===== config.mk =====
export PLATFORM = sky130hd
export DESIGN_NAME = c_subset_lexer_top
export DESIGN_NICKNAME = d
export VERILOG_FILES = /design/src/sv/clx_pkg.sv /design/src/sv/clx_front.sv /design/src/sv/clx_queue.sv /design/src/sv/clx_back.sv /design/src/sv/c_subset_lexer_top.sv
export SDC_FILE = /design/constraint.sdc
export NUM_CORES = 2
export LEC_CHECK = 0
export BUFFER_PORTS_ARGS = -buffer_cell sky130_fd_sc_hd__buf_4
export CELL_PAD_IN_SITES_DETAIL_PLACEMENT = 1
export CELL_PAD_IN_SITES_GLOBAL_PLACEMENT = 1
export CORE_UTILIZATION = 46
export CTS_CLUSTER_SIZE = 25
export DETAILED_ROUTE_END_ITERATION = 16
export PLACE_DENSITY = 0.75
export RECOVER_POWER = 25
export SYNTH_ARGS = -nofsm -noshare
export SYNTH_HDL_FRONTEND = slang
export SYNTH_HIERARCHICAL = 1
export SYNTH_SLANG_ARGS = --single-unit

===== constraint.sdc =====
create_clock -name clk_i -period 8.84 [get_ports clk_i]
set_clock_uncertainty 0.1 [all_clocks]
set_input_delay 1.768 -clock clk_i [delete_from_list [all_inputs] [get_ports clk_i]]
set_output_delay 1.768 -clock clk_i [all_outputs]
set_load 0.01 [all_outputs]

===== src/sv/clx_pkg.sv =====
package clx_pkg;

  localparam int POS_W      = 16;
  localparam int TEXT_LIMIT = 32;
  localparam int TEXT_MAX   = TEXT_LIMIT - 2;
  localparam int LEN_W      = $clog2(TEXT_MAX + 1);
  localparam int KW_N       = 16;
  localparam int Q_DEPTH    = 4;
  localparam int Q_AW       = $clog2(Q_DEPTH);

  typedef logic [POS_W-1:0] pos_t;
  typedef logic [LEN_W-1:0] len_t;

  localparam logic [5:0] K_END  = 6'd0;
  localparam logic [5:0] K_SEMI = 6'd1;
  localparam logic [5:0] K_INT  = 6'd2;
  localparam logic [5:0] K_SYM  = 6'd3;
  localparam logic [5:0] K_STR  = 6'd4;
  localparam logic [5:0] K_AMP  = 6'd31;
  localparam logic [5:0] K_AND  = 6'd32;
  localparam logic [5:0] K_ASG  = 6'd33;
  localparam logic [5:0] K_EQ   = 6'd34;
  localparam logic [5:0] K_NOT  = 6'd35;
  localparam logic [5:0] K_NE   = 6'd36;
  localparam logic [5:0] K_LT   = 6'd37;
  localparam logic [5:0] K_SHL  = 6'd38;
  localparam logic [5:0] K_LE   = 6'd39;
  localparam logic [5:0] K_GT   = 6'd40;
  localparam logic [5:0] K_SHR  = 6'd41;
  localparam logic [5:0] K_GE   = 6'd42;

  localparam logic [1:0] E_NONE    = 2'd0;
  localparam logic [1:0] E_UNKNOWN = 2'd1;
  localparam logic [1:0] E_LONG    = 2'd2;
  localparam logic [1:0] E_UNTERM  = 2'd3;

  localparam logic [7:0] CH_NUL = 8'h00;
  localparam logic [7:0] CH_TAB = 8'h09;
  localparam logic [7:0] CH_LF  = 8'h0A;
  localparam logic [7:0] CH_CR  = 8'h0D;
  localparam logic [7:0] CH_SP  = 8'h20;

  typedef enum logic [3:0] {
    M_IDLE, M_INT, M_SYM, M_STR, M_AMP, M_EQ, M_BANG, M_LT, M_GT
  } mode_e;

  typedef enum logic {BK_IDLE, BK_TEXT} bk_e;

  localparam logic [63:0] KW_WORD [KW_N] = '{
    64'("if"), 64'("else"), 64'("while"), 64'("do"), 64'("for"), 64'("continue"),
    64'("int"), 64'("short"), 64'("char"), 64'("signed"), 64'("unsigned"),
    64'("void"), 64'("switch"), 64'("case"), 64'("break"), 64'("goto")
  };
  localparam logic [3:0] KW_LEN [KW_N] = '{
    4'd2, 4'd4, 4'd5, 4'd2, 4'd3, 4'd8, 4'd3, 4'd5,
    4'd4, 4'd6, 4'd8, 4'd4, 4'd6, 4'd4, 4'd5, 4'd4
  };
  localparam logic [5:0] KW_KIND [KW_N] = '{
    6'd5, 6'd6, 6'd7, 6'd8, 6'd9, 6'd10, 6'd11, 6'd11,
    6'd12, 6'd13, 6'd14, 6'd15, 6'd16, 6'd17, 6'd18, 6'd19
  };

  typedef struct packed {
    logic [5:0] kind;
    pos_t       line;
    pos_t       column;
    logic [7:0] tbyte;
    logic       has;
    logic       text;
    len_t       len;
    logic       bank;
    logic [1:0] err;
    logic       last;
  } cmd_t;

  typedef struct packed {
    logic             en;
    logic [LEN_W:0]   addr;
    logic [7:0]       data;
  } wr_t;

  function automatic pos_t sat_add(pos_t v, logic [2:0] d);
    logic [POS_W:0] s;
    s = {1'b0, v} + (POS_W + 1)'(d);
    return s[POS_W] ? '1 : s[POS_W-1:0];
  endfunction

  function automatic logic [7:0] kw_char(int k, len_t i);
    int sh;
    sh = 8 * (int'(KW_LEN[k]) - 1 - int'(i));
    if (int'(i) < int'(KW_LEN[k])) begin
      return 8'(KW_WORD[k] >> sh);
    end
    return 8'h00;
  endfunction

  function automatic logic [KW_N-1:0] cand_upd(logic [KW_N-1:0] c, len_t i, logic [7:0] ch);
    logic [KW_N-1:0] r;
    for (int k = 0; k < KW_N; k++) begin
      r[k] = c[k] && (kw_char(k, i) == ch);
    end
    return r;
  endfunction

  function automatic logic is_digit(logic [7:0] c);
    return c >= "0" && c <= "9";
  endfunction

  function automatic logic is_alpha(logic [7:0] c);
    return (c >= "a" && c <= "z") || (c >= "A" && c <= "Z");
  endfunction

  function automatic logic [7:0] lower(logic [7:0] c);
    return (c >= "A" && c <= "Z") ? c + 8'd32 : c;
  endfunction

  function automatic logic [5:0] single_kind(logic [7:0] c);
    logic [5:0] k;
    unique case (c)
      ",":     k = 6'd20;
      "(":     k = 6'd21;
      ")":     k = 6'd22;
      "[":     k = 6'd23;
      "]":     k = 6'd24;
      "{":     k = 6'd25;
      "}":     k = 6'd26;
      "+":     k = 6'd27;
      "-":     k = 6'd28;
      "/":     k = 6'd29;
      "*":     k = 6'd30;
      "%":     k = 6'd43;
      ":":     k = 6'd44;
      ";":     k = K_SEMI;
      default: k = K_END;
    endcase
    return k;
  endfunction

  function automatic cmd_t mk_cmd(logic [5:0] kind, pos_t ln, pos_t col, logic [7:0] b,
                                  logic has, logic text, len_t len, logic bank,
                                  logic [1:0] err);
    cmd_t r;
    r.kind = kind; r.line = ln; r.column = col; r.tbyte = b; r.has = has;
    r.text = text; r.len = len; r.bank = bank; r.err = err; r.last = 1'b0;
    return r;
  endfunction

endpackage


===== src/sv/clx_front.sv =====
module clx_front (
  input  logic                    clk_i,
  input  logic                    rst_ni,
  input  logic                    acc_i,
  input  logic [7:0]              byte_i,
  input  logic                    eof_i,
  output logic                    halted_o,
  output logic [1:0]              push_n_o,
  output clx_pkg::cmd_t [2:0]     cmds_o,
  output clx_pkg::wr_t            wr_o
);

  clx_pkg::mode_e              mode_q, mode_d;
  logic [5:0]                  pend_q, pend_d;
  clx_pkg::len_t               len_q, len_d;
  clx_pkg::pos_t               sl_q, sl_d, sc_q, sc_d, line_q, line_d, col_q, col_d;
  logic                        prev_q, prev_d, halt_q, halt_d, bank_q, bank_d;
  logic [clx_pkg::KW_N-1:0]    cand_q, cand_d;

  always_ff @(posedge clk_i or negedge rst_ni) begin
    if (!rst_ni) begin
      mode_q <= clx_pkg::M_IDLE;
      pend_q <= clx_pkg::K_END;
      len_q  <= '0;
      sl_q   <= clx_pkg::pos_t'(1);
      sc_q   <= '0;
      line_q <= clx_pkg::pos_t'(1);
      col_q  <= '0;
      prev_q <= 1'b0;
      halt_q <= 1'b0;
      bank_q <= 1'b0;
      cand_q <= '0;
    end else begin
      mode_q <= mode_d;
      pend_q <= pend_d;
      len_q  <= len_d;
      sl_q   <= sl_d;
      sc_q   <= sc_d;
      line_q <= line_d;
      col_q  <= col_d;
      prev_q <= prev_d;
      halt_q <= halt_d;
      bank_q <= bank_d;
      cand_q <= cand_d;
    end
  end

  assign halted_o = halt_q;

  always_comb begin
    logic [7:0]          c, cch;
    clx_pkg::pos_t       ln, cl;
    logic                done, e1, e1t, capp, f3, hit, txt;
    logic [5:0]          e1k, hk, sk;
    logic [1:0]          n;
    clx_pkg::cmd_t [2:0] cv;
    mode_d = mode_q; pend_d = pend_q; len_d = len_q; sl_d = sl_q; sc_d = sc_q;
    line_d = line_q; col_d = col_q; prev_d = prev_q; halt_d = halt_q;
    bank_d = bank_q; cand_d = cand_q;
    n = '0; cv = '0; wr_o = '0;
    done = 1'b0; e1 = 1'b0; e1t = 1'b0; e1k = clx_pkg::K_END;
    capp = 1'b0; cch = 8'h00; f3 = 1'b0; txt = 1'b0;
    sk = clx_pkg::K_END;
    c = eof_i ? clx_pkg::CH_NUL : byte_i;

    hit = 1'b0; hk = clx_pkg::K_SYM;
    for (int k = 0; k < clx_pkg::KW_N; k++) begin
      if (!hit && cand_q[k] && clx_pkg::len_t'(clx_pkg::KW_LEN[k]) == len_q) begin
        hit = 1'b1;
        hk  = clx_pkg::KW_KIND[k];
      end
    end

    cl = clx_pkg::sat_add(col_q, 3'd1);
    ln = line_q;
    if (c == clx_pkg::CH_NUL || c == clx_pkg::CH_LF) begin
      ln = clx_pkg::sat_add(line_q, 3'd1);
      cl = '0;
    end else if (c == clx_pkg::CH_TAB) begin
      cl = clx_pkg::sat_add(cl, 3'd3);
    end else if (c == clx_pkg::CH_CR) begin
      cl = '0;
    end

    if (acc_i && !halt_q) begin
      line_d = ln;
      col_d  = cl;

      unique case (mode_q)
        clx_pkg::M_INT: begin
          if (clx_pkg::is_digit(c)) begin
            capp = 1'b1; cch = c; done = 1'b1;
          end else begin
            e1 = 1'b1; e1k = clx_pkg::K_INT; e1t = 1'b1;
          end
        end
        clx_pkg::M_SYM: begin
          if (clx_pkg::is_alpha(c) || clx_pkg::is_digit(c) || c == "." || c == "_") begin
            capp = 1'b1; cch = clx_pkg::lower(c); done = 1'b1;
          end else begin
            e1 = 1'b1; e1k = hk; e1t = !hit;
          end
        end
        clx_pkg::M_STR: begin
          done = 1'b1;
          if (c == clx_pkg::CH_NUL) begin
            f3 = 1'b1;
          end else if (c == "\"") begin
            e1 = 1'b1; e1k = clx_pkg::K_STR; e1t = 1'b1;
          end else begin
            capp = 1'b1; cch = c;
          end
        end
        clx_pkg::M_AMP: begin
          e1 = 1'b1; e1k = pend_q;
          if (c == "&") begin
            e1k = clx_pkg::K_AND; done = 1'b1;
          end
        end
        clx_pkg::M_EQ: begin
          e1 = 1'b1; e1k = pend_q;
          if (c == "=") begin
            e1k = clx_pkg::K_EQ; done = 1'b1;
          end
        end
        clx_pkg::M_BANG: begin
          e1 = 1'b1; e1k = pend_q;
          if (c == "=") begin
            e1k = clx_pkg::K_NE; done = 1'b1;
          end
        end
        clx_pkg::M_LT: begin
          e1 = 1'b1; e1k = pend_q;
          if (c == "<") begin
            e1k = clx_pkg::K_SHL; done = 1'b1;
          end else if (c == "=") begin
            e1k = clx_pkg::K_LE; done = 1'b1;
          end
        end
        clx_pkg::M_GT: begin
          e1 = 1'b1; e1k = pend_q;
          if (c == ">") begin
            e1k = clx_pkg::K_SHR; done = 1'b1;
          end else if (c == "=") begin
            e1k = clx_pkg::K_GE; done = 1'b1;
          end
        end
        default: ;
      endcase

      if (e1) begin
        txt = e1t && (len_q != '0);
        cv[n] = clx_pkg::mk_cmd(e1k, sl_q, sc_q, 8'h00, 1'b0, txt, len_q, bank_q,
                                clx_pkg::E_NONE);
        n = n + 2'd1;
        prev_d = (e1k == clx_pkg::K_SEMI);
        mode_d = clx_pkg::M_IDLE;
        len_d  = '0;
        if (txt) begin
          bank_d = ~bank_q;
        end
      end

      if (capp) begin
        if (int'(len_q) >= clx_pkg::TEXT_MAX) begin
          cv[n] = clx_pkg::mk_cmd(clx_pkg::K_END, ln, cl, 8'h00, 1'b0, 1'b0, '0, 1'b0,
                                  clx_pkg::E_LONG);
          n = n + 2'd1;
          halt_d = 1'b1; mode_d = clx_pkg::M_IDLE; len_d = '0;
        end else begin
          wr_o.en = 1'b1; wr_o.addr = {bank_q, len_q}; wr_o.data = cch;
          len_d  = len_q + clx_pkg::len_t'(1);
          cand_d = clx_pkg::cand_upd(cand_q, len_q, cch);
        end
      end

      if (f3) begin
        cv[n] = clx_pkg::mk_cmd(clx_pkg::K_END, ln, cl, 8'h00, 1'b0, 1'b0, '0, 1'b0,
                                clx_pkg::E_UNTERM);
        n = n + 2'd1;
        halt_d = 1'b1; mode_d = clx_pkg::M_IDLE; len_d = '0;
      end

      if (!done) begin
        sk = clx_pkg::single_kind(c);
        if (c == clx_pkg::CH_SP || c == clx_pkg::CH_TAB || c == clx_pkg::CH_CR ||
            c == clx_pkg::CH_LF) begin
          mode_d = clx_pkg::M_IDLE;
        end else if (c == clx_pkg::CH_NUL) begin
          sl_d = ln; sc_d = cl;
          if (!prev_d) begin
            cv[n] = clx_pkg::mk_cmd(clx_pkg::K_SEMI, ln, cl, 8'h00, 1'b0, 1'b0, '0, 1'b0,
                                    clx_pkg::E_NONE);
            n = n + 2'd1;
          end
          cv[n] = clx_pkg::mk_cmd(clx_pkg::K_END, ln, cl, 8'h00, 1'b0, 1'b0, '0, 1'b0,
                                  clx_pkg::E_NONE);
          n = n + 2'd1;
          halt_d = 1'b1;
        end else if (clx_pkg::is_digit(c) || clx_pkg::is_alpha(c) || c == "_") begin
          mode_d = clx_pkg::is_digit(c) ? clx_pkg::M_INT : clx_pkg::M_SYM;
          pend_d = clx_pkg::is_digit(c) ? clx_pkg::K_INT : clx_pkg::K_SYM;
          cch    = clx_pkg::is_digit(c) ? c : clx_pkg::lower(c);
          sl_d = ln; sc_d = cl;
          wr_o.en = 1'b1; wr_o.addr = {bank_d, clx_pkg::len_t'(0)}; wr_o.data = cch;
          len_d  = clx_pkg::len_t'(1);
          cand_d = clx_pkg::cand_upd('1, '0, cch);
        end else if (c == "\"") begin
          mode_d = clx_pkg::M_STR; pend_d = clx_pkg::K_STR;
          sl_d = ln; sc_d = cl; len_d = '0;
        end else if (sk != clx_pkg::K_END) begin
          sl_d = ln; sc_d = cl; pend_d = sk; mode_d = clx_pkg::M_IDLE;
          cv[n] = clx_pkg::mk_cmd(sk, ln, cl, 8'h00, 1'b0, 1'b0, '0, 1'b0,
                                  clx_pkg::E_NONE);
          n = n + 2'd1;
          prev_d = (sk == clx_pkg::K_SEMI);
        end else if (c == "&" || c == "=" || c == "!" || c == "<" || c == ">") begin
          sl_d = ln; sc_d = cl; len_d = '0;
          if (c == "&") begin
            mode_d = clx_pkg::M_AMP; pend_d = clx_pkg::K_AMP;
          end else if (c == "=") begin
            mode_d = clx_pkg::M_EQ; pend_d = clx_pkg::K_ASG;
          end else if (c == "!") begin
            mode_d = clx_pkg::M_BANG; pend_d = clx_pkg::K_NOT;
          end else if (c == "<") begin
            mode_d = clx_pkg::M_LT; pend_d = clx_pkg::K_LT;
          end else begin
            mode_d = clx_pkg::M_GT; pend_d = clx_pkg::K_GT;
          end
        end else begin
          cv[n] = clx_pkg::mk_cmd(clx_pkg::K_END, ln, cl, c, 1'b1, 1'b0, '0, 1'b0,
                                  clx_pkg::E_UNKNOWN);
          n = n + 2'd1;
          halt_d = 1'b1; mode_d = clx_pkg::M_IDLE; len_d = '0;
        end
      end

      if (n != 2'd0) begin
        cv[n - 2'd1].last = 1'b1;
      end
    end
    push_n_o = n;
    cmds_o   = cv;
  end

endmodule


===== src/sv/clx_queue.sv =====
module clx_queue (
  input  logic                    clk_i,
  input  logic                    rst_ni,
  input  logic [1:0]              push_n_i,
  input  clx_pkg::cmd_t [2:0]     cmds_i,
  input  logic                    pop_i,
  output clx_pkg::cmd_t           head_o,
  output logic                    empty_o
);

  clx_pkg::cmd_t                mem_q [clx_pkg::Q_DEPTH];
  logic [clx_pkg::Q_AW-1:0]     rd_q, rd_d;
  logic [clx_pkg::Q_AW:0]       cnt_q, cnt_d;
  logic [clx_pkg::Q_AW-1:0]     wp;

  assign wp      = rd_q + cnt_q[clx_pkg::Q_AW-1:0];
  assign head_o  = mem_q[rd_q];
  assign empty_o = (cnt_q == '0);

  always_comb begin
    rd_d  = pop_i ? rd_q + clx_pkg::Q_AW'(1) : rd_q;
    cnt_d = cnt_q + (clx_pkg::Q_AW + 1)'(push_n_i) - (clx_pkg::Q_AW + 1)'(pop_i);
  end

  always_ff @(posedge clk_i or negedge rst_ni) begin
    if (!rst_ni) begin
      rd_q  <= '0;
      cnt_q <= '0;
    end else begin
      rd_q  <= rd_d;
      cnt_q <= cnt_d;
    end
  end

  always_ff @(posedge clk_i) begin
    for (int j = 0; j < 3; j++) begin
      if (j < int'(push_n_i)) begin
        mem_q[wp + clx_pkg::Q_AW'(j)] <= cmds_i[j];
      end
    end
  end

endmodule


===== src/sv/clx_back.sv =====
module clx_back (
  input  logic            clk_i,
  input  logic            rst_ni,
  input  clx_pkg::wr_t    wr_i,
  input  clx_pkg::cmd_t   head_i,
  input  logic            empty_i,
  output logic            pop_o,
  output logic            out_valid_o,
  input  logic            out_ready_i,
  output logic [5:0]      kind_o,
  output logic [15:0]     line_o,
  output logic [15:0]     column_o,
  output logic [7:0]      text_byte_o,
  output logic            has_text_o,
  output logic            token_end_o,
  output logic            last_o,
  output logic [1:0]      error_o
);

  logic [7:0]        store_q [2**(clx_pkg::LEN_W+1)];
  logic [7:0]        rd_q;
  clx_pkg::bk_e      st_q, st_d;
  clx_pkg::len_t     idx_q, idx_d;
  logic              ov_q, ov_d, load, fin;
  logic              free;

  logic [5:0]        kind_d;
  clx_pkg::pos_t     line_d, col_d;
  logic [7:0]        tb_d;
  logic              has_d, te_d, last_d;
  logic [1:0]        err_d;

  always_ff @(posedge clk_i) begin
    if (wr_i.en) begin
      store_q[wr_i.addr] <= wr_i.data;
    end
    rd_q <= store_q[{head_i.bank, idx_d}];
  end

  always_comb begin
    free  = !ov_q || out_ready_i;
    st_d  = st_q;
    idx_d = idx_q;
    pop_o = 1'b0;
    load  = 1'b0;
    fin   = (idx_q == head_i.len - clx_pkg::len_t'(1));
    kind_d = head_i.kind; line_d = head_i.line; col_d = head_i.column;
    tb_d = head_i.tbyte; has_d = head_i.has; te_d = 1'b1; last_d = head_i.last;
    err_d = head_i.err;
    unique case (st_q)
      clx_pkg::BK_IDLE: begin
        idx_d = '0;
        if (!empty_i) begin
          if (head_i.text) begin
            st_d = clx_pkg::BK_TEXT;
          end else if (free) begin
            load  = 1'b1;
            pop_o = 1'b1;
          end
        end
      end
      clx_pkg::BK_TEXT: begin
        tb_d   = rd_q;
        has_d  = 1'b1;
        te_d   = fin;
        last_d = head_i.last && fin;
        if (free) begin
          load = 1'b1;
          if (fin) begin
            pop_o = 1'b1;
            st_d  = clx_pkg::BK_IDLE;
            idx_d = '0;
          end else begin
            idx_d = idx_q + clx_pkg::len_t'(1);
          end
        end
      end
      default: st_d = clx_pkg::BK_IDLE;
    endcase
    ov_d = load ? 1'b1 : (out_ready_i ? 1'b0 : ov_q);
  end

  always_ff @(posedge clk_i or negedge rst_ni) begin
    if (!rst_ni) begin
      st_q  <= clx_pkg::BK_IDLE;
      idx_q <= '0;
      ov_q  <= 1'b0;
    end else begin
      st_q  <= st_d;
      idx_q <= idx_d;
      ov_q  <= ov_d;
    end
  end

  always_ff @(posedge clk_i) begin
    if (load) begin
      kind_o      <= kind_d;
      line_o      <= line_d;
      column_o    <= col_d;
      text_byte_o <= tb_d;
      has_text_o  <= has_d;
      token_end_o <= te_d;
      last_o      <= last_d;
      error_o     <= err_d;
    end
  end

  assign out_valid_o = ov_q;

endmodule


===== src/sv/c_subset_lexer_top.sv =====
// An accepted beat's first result passes the command queue and then the output register; a
// token text run also passes the BK_TEXT state with its registered text read, and the run then
// moves one beat per cycle while out_ready_i is high. Input takes one beat per cycle while
// beats cause no result; after a beat that causes results the next is taken once the command
// queue is empty. After an error or the end token input is taken and dropped.
// Reset is asynchronous and active low: line 1, column 0, scanner idle; text memory is not cleared.
module c_subset_lexer_top (
  input  logic        clk_i,
  input  logic        rst_ni,
  input  logic        in_valid_i,
  output logic        in_ready_o,
  input  logic [7:0]  byte_req_i,
  input  logic        end_of_file_i,
  output logic        out_valid_o,
  input  logic        out_ready_i,
  output logic [5:0]  kind_o,
  output logic [15:0] line_o,
  output logic [15:0] column_o,
  output logic [7:0]  text_byte_o,
  output logic        has_text_o,
  output logic        token_end_o,
  output logic        last_o,
  output logic [1:0]  error_o
);

  logic                 halted, empty, pop;
  logic [1:0]           push_n;
  clx_pkg::cmd_t [2:0]  cmds;
  clx_pkg::cmd_t        head;
  clx_pkg::wr_t         wr;

  assign in_ready_o = halted || empty;

  clx_front u_front (
    .clk_i    (clk_i),
    .rst_ni   (rst_ni),
    .acc_i    (in_valid_i && in_ready_o),
    .byte_i   (byte_req_i),
    .eof_i    (end_of_file_i),
    .halted_o (halted),
    .push_n_o (push_n),
    .cmds_o   (cmds),
    .wr_o     (wr)
  );

  clx_queue u_queue (
    .clk_i    (clk_i),
    .rst_ni   (rst_ni),
    .push_n_i (push_n),
    .cmds_i   (cmds),
    .pop_i    (pop),
    .head_o   (head),
    .empty_o  (empty)
  );

  clx_back u_back (
    .clk_i       (clk_i),
    .rst_ni      (rst_ni),
    .wr_i        (wr),
    .head_i      (head),
    .empty_i     (empty),
    .pop_o       (pop),
    .out_valid_o (out_valid_o),
    .out_ready_i (out_ready_i),
    .kind_o      (kind_o),
    .line_o      (line_o),
    .column_o    (column_o),
    .text_byte_o (text_byte_o),
    .has_text_o  (has_text_o),
    .token_end_o (token_end_o),
    .last_o      (last_o),
    .error_o     (error_o)
  );

endmodule


Word level (Yosys, flattened, before mapping). Memories as Yosys holds them, arrays and structs flattened. A register that Yosys moved wholly into a read port is not among the register bits. Cells that the tools add are included.

Register bits after elaboration: 161. Memory bits (writable): 740. Bits of input ports: 13. Output and inout port bits: 53. Word-level logic and storage cells: 699. Memories kept: 2.

Add/subtract/negate cells: 24. Magnitude comparators: 26. Equality and inequality tests: 70. Shifts and indexed selects: 16. Multiplexer cells: 428. Bitwise operators: 5. Reduce and logical (&&, ||, !) cells: 104.

Memory list: u_back.store_q (depth 64, width 8, rd ports 1, clocked after memory_dff 1, wr ports 1, line clx_back.sv:20) `logic [7:0] store_q [2**(clx_pkg::LEN_W+1)];`; u_queue.mem_q (depth 4, width 57, rd ports 1, clocked after memory_dff 0, wr ports 3, line clx_queue.sv:11) `clx_pkg::cmd_t mem_q [clx_pkg::Q_DEPTH];`.

Operators with widths (count): $mux W171 (20); $bwmux W171 (7); $mux W8 (144); $demux W57 S2 (5); $mux W16 (23); $mux W57 (6); $eq A8 B8 Y1 (27); $mux W6 (34); $shr A31 B32 Y8 const A (5); $eq A8 B6 Y1 const B (18); $shr A63 B32 Y8 const A (2); $shr A39 B32 Y8 const A (3); $mux W1 (108); $mux W15 (7); $shr A47 B32 Y8 const A (2); $pmux W6 S14 (1); $mux W7 (11); $mux W4 (16); $shr A15 B32 Y8 const A (2); $shr A23 B32 Y8 const A (2); $mux W5 (12); $logic_and A1 B1 Y1 (59); $pmux W6 S8 (1); $mux W2 (22); 57 further kinds (136).

Longest topological paths before layout.
Depth after elaboration: 91. Mapped depth: 39. Depth with buffers taken out: 29.

Hierarchy. The synthesis kept the hierarchy.

By module, submodules not included: clx_back (instances 1, cells an instance 1683, area an instance 24186.9 um^2, seq. area each 17241.5 um^2); clx_queue (instances 1, cells an instance 1497, area an instance 14839.2 um^2, seq. area each 6971.7 um^2); clx_front (instances 1, cells an instance 1742, area an instance 11657.4 um^2, seq. area each 2454.9 um^2); c_subset_lexer_top (instances 1, cells an instance 2, area an instance 13.8 um^2, seq. area each 0.0 um^2).

Worst setup path before layout. No wires, ideal clock.

Kind: input-to-reg. Start: in end_of_file_i. End: mem u_queue/mem_q[1][0] (netlist name), enable pin. Library setup time: 491 ps. Arrival: 10708 ps. Data required time: 8249 ps. Slack: -2459 ps. Stages on the path: 36. Path buffers: 11. Cells stage by stage: buf_2 clkbuf_1 inv_1 nand2_1 inv_1 ha_1 nand4bb_1 nor4_1 o21a_1 buf_2 a2111oi_4 buf_2 a21o_1 buf_2 buf_2 buf_1 ha_1 o21ai_1 inv_1 ha_1 o21a_1 inv_1 ha_1 mux2i_1 ha_1 a22oi_1 nor2_1 a21oi_1 nand2_1 inv_1 clkbuf_1 buf_2 clkbuf_1 clkbuf_1 a21oi_1 a21oi_1.

RTL lines: from (decl) (line c_subset_lexer_top.sv:13) `input logic end_of_file_i,`; to (decl) (line clx_queue.sv:11).

==> impl_metrics.yaml <==
job:
  maxCapViolations: 11
grt:
  grt_max_degree: 109
  grt-ovfl-total: 0
  grt_first_pass_wirelength_um: 278000
  grt_pass1_vias: 44000
  grt_usage: 0.325
  grt_antenna_before_repair: 6
route:
  vias: 43000
  drc: 0
  drt-pass1-iter-count: 5
  wl_per_cell_um: 29.3
  antenna_left: 0
  finalWirelength_um: 184000
  drt_iter0_drc: 3996
  detail_route.vias_per_cell: 6.84
timing:
  drv_slew: 491
  fmax_ghz: 0.120
  tns_ns: 0
  fin_crit_sh: 0.939
  rsz0062_at_grt: "no"
  finalWorstSetupSlack_ns: 0.537
  post-route-min-period_ns: 8.30
  setup_viol: 0
  tightest_slew_ns: 4.15
  relSlewSlack: -1.77
  finalHoldViolations: 0
layout:
  drive_above_1_share: 0.101
  num_antenna_cells: 0
  multi_input_area_mm2: 0.0220
  nets: 4837
  seqCellArea_mm2: 0.0267
  fillers: 11800
  syn2layout_area_growth_pct: 9.13
pwr:
  powerDensity_mw_per_mm2: 307
  peakVddDrop_mv: 0.553
  power.leakage_nw: 19.5
synthesis:
  yosysWarningCount: 6
  netlist_top_cells_count: "791 x edfxtp_1, 447 x o21ai_0, 431 x nand2_1"
  synth.largest_area_cell: "edfxtp_1"
  synth.distinct_cells: 106
  avgSynthCellArea_um2: 10.3
  synth_top_area_frac: 0.469
  synth_cells: 4924
  synth_area_mm2: 0.0507
  ys_ff_latch: 909
  synth_most_common_cell: "edfxtp_1"
  synthArstFlopShare: 0.121
  yosysSeqAreaShare: 0.526
  synth_enable_flop_cells: 791
  netlist_top_cells_area: "edfxtp_1 47%, dfrtp_1 5.3%, o21ai_0 4.4%"
  synth_ff_type: "edfxtp_1"
place:
  gp_congestion: 0.946
  dpl.hpwl_um: 118000
  place_ws_ns: 0.264
  io_buffers: 65
setup_path:
  start_kind: "flip-flop"
  cp-end-kind: "flip-flop"
  cp.arrival_ns: 8.66
  worstPathMaxFanout: 38
  worst_ep_required_time_ns: 9.20
  path_class: "reg2reg"
floorplan:
  rows: 121
  io_pins: 66
  fp.dieH_um: 334
  core-area_mm2: 0.109
  die_width_um: 334
  initial_core_util: 0.465
  die-area_mm2: 0.112
clock_tree:
  cts_root_buf: "clkbuf_16"
  cts_tree: "built"
  htreeDepth: 3
  clock_path_buffers: 3
  numClockSinks: 909
  clk_pin_slew_ns: 0.06
  postCtsResizedCells: 0
  cts.hold.buffers_added: 0
  clkLatencyLatePin_ns: 0.72
  cts_setup_buffers: 0
  cts_buffers: 99
outcome:
  outcome: "finished with violations"
  failed_checks: "max-capacitance violations, max-slew violations"
worst_hold_path:
  hold_path.class: "reg2reg"
[metal layers]
metal,vias to the layer above,global-route usage,share of wire,wire length [um]
met1,21700,0.395,0.38,70700
met4,8,0.191,0.062,11400
li1,18800,-,-,-
met5,-,0,0.00025,46
met2,1939,0.548,0.49,90100
met3,585,0.0475,0.064,11800
[where the power goes]
part	leakage [nW]	total (mW)	switching, mW	internal, mW
Combinational	7.95	7.66	5.63	2.03
Sequential	9.91	5.11	0.266	4.84
Clock	1.59	4.22	1.83	2.39
Total	19.5	17.0	7.73	9.26
[cell families after synthesis]
family | count (synthesis) | synth area share
buffers and inverters | 536 | 0.0462
DFF | 909 | 0.526
AOI/OAI and AO/OA | 1464 | 0.183
xor gates and xnor gates | 44 | 0.00819
other | 1 | 0.0000740
adders and majority gates | 36 | 0.00903
and+or+nand+nor | 1714 | 0.168
muxes | 220 | 0.0589
[final timing paths]
path,start,end,slack (ns),cells after the start
max in group asynchronous,rst_ni,u_front/cand_q[8],1.51,2
min reg2reg,u_front/sc_q[7],u_front/sc_q[7],0.38,2
min,u_front/sc_q[7],u_front/sc_q[7],0.38,2
max,u_queue/rd_q[0],u_back/rd_q[7],0.54,12
max reg2reg,u_queue/rd_q[0],u_back/rd_q[7],0.54,12
min in group asynchronous,rst_ni,u_front/sl_q[4],2.17,1
[registers in the layout (all words and copies together), names as in the netlist, 6 cells and up]
name	flops
u_back/column_o	16
u_back/kind_o	6
u_back/line_o	16
u_back/rd_q	8
u_back/store_q	512
u_back/text_byte_o	8
u_front/cand_q	16
u_front/col_q	16
u_front/line_q	16
u_front/pend_q	6
u_front/sc_q	16
u_front/sl_q	16
u_queue/mem_q	228
[per-stage QoR]
step	total power, mW	hold WS (ns)	util	area [um^2]	instances
4_1_cts	16.9	0.384	0.511	55700	6282
3_5_place_dp	12.7	0.371	0.481	52400	6101
3_3_place_gp	12.5	0.363	0.481	52400	6101
6_report	17.0	0.380	0.508	55300	6282
5_1_grt	17.6	0.412	0.508	55300	6282
2_1_floorplan	10.3	0.349	-	50800	4937
[critical path: stages, from the launching register on]
cell	delay (ns)
dfrtp_1	2.44
mux4_2	0.79
inv_1	0.10
ha_1	0.21
xor2_1	0.26
o21ai_0	0.14
nor2_1	1.27
o21ai_2	0.67
and3_1	0.40
o311ai_0	0.46
o211ai_1	0.25
o211ai_1	0.57
nand4b_1	0.35
[placed cells by master (no fill, tap or decap), types with 21 or more instances in the layout]
master,instances
mux4_2,57
mux2_2,51
clkinv_2,24
clkbuf_16,99
o22ai_1,95
a21o_1,29
nand3_1,115
o21a_1,30
nor4_1,24
ha_1,34
nor2b_1,25
and3b_1,60
a211oi_1,21
nand2_1,429
mux2i_1,105
buf_4,118
nand2b_1,28
and2_1,22
a211o_1,26
and3_1,41
nand4_1,142
o211ai_1,49
nor3_1,392
inv_1,80
o221ai_1,42
dfrtp_1,106
a21oi_1,193
xnor2_1,22
o21ai_0,446
nor2_1,322
a22oi_1,24
a31oi_1,285
edfxtp_1,791
clkbuf_1,94
[area by class of cell]
class | count | area share
Clock buffer | 131 | 0.0486
Sequential cell | 909 | 0.482
Clock inverter | 50 | 0.00997
Inverter | 87 | 0.00595
Timing Repair Buffer | 199 | 0.0244
Multi-Input combinational cell | 3492 | 0.397
Tap cell | 1414 | 0.0320
Power figures use the tool's default switching activity.
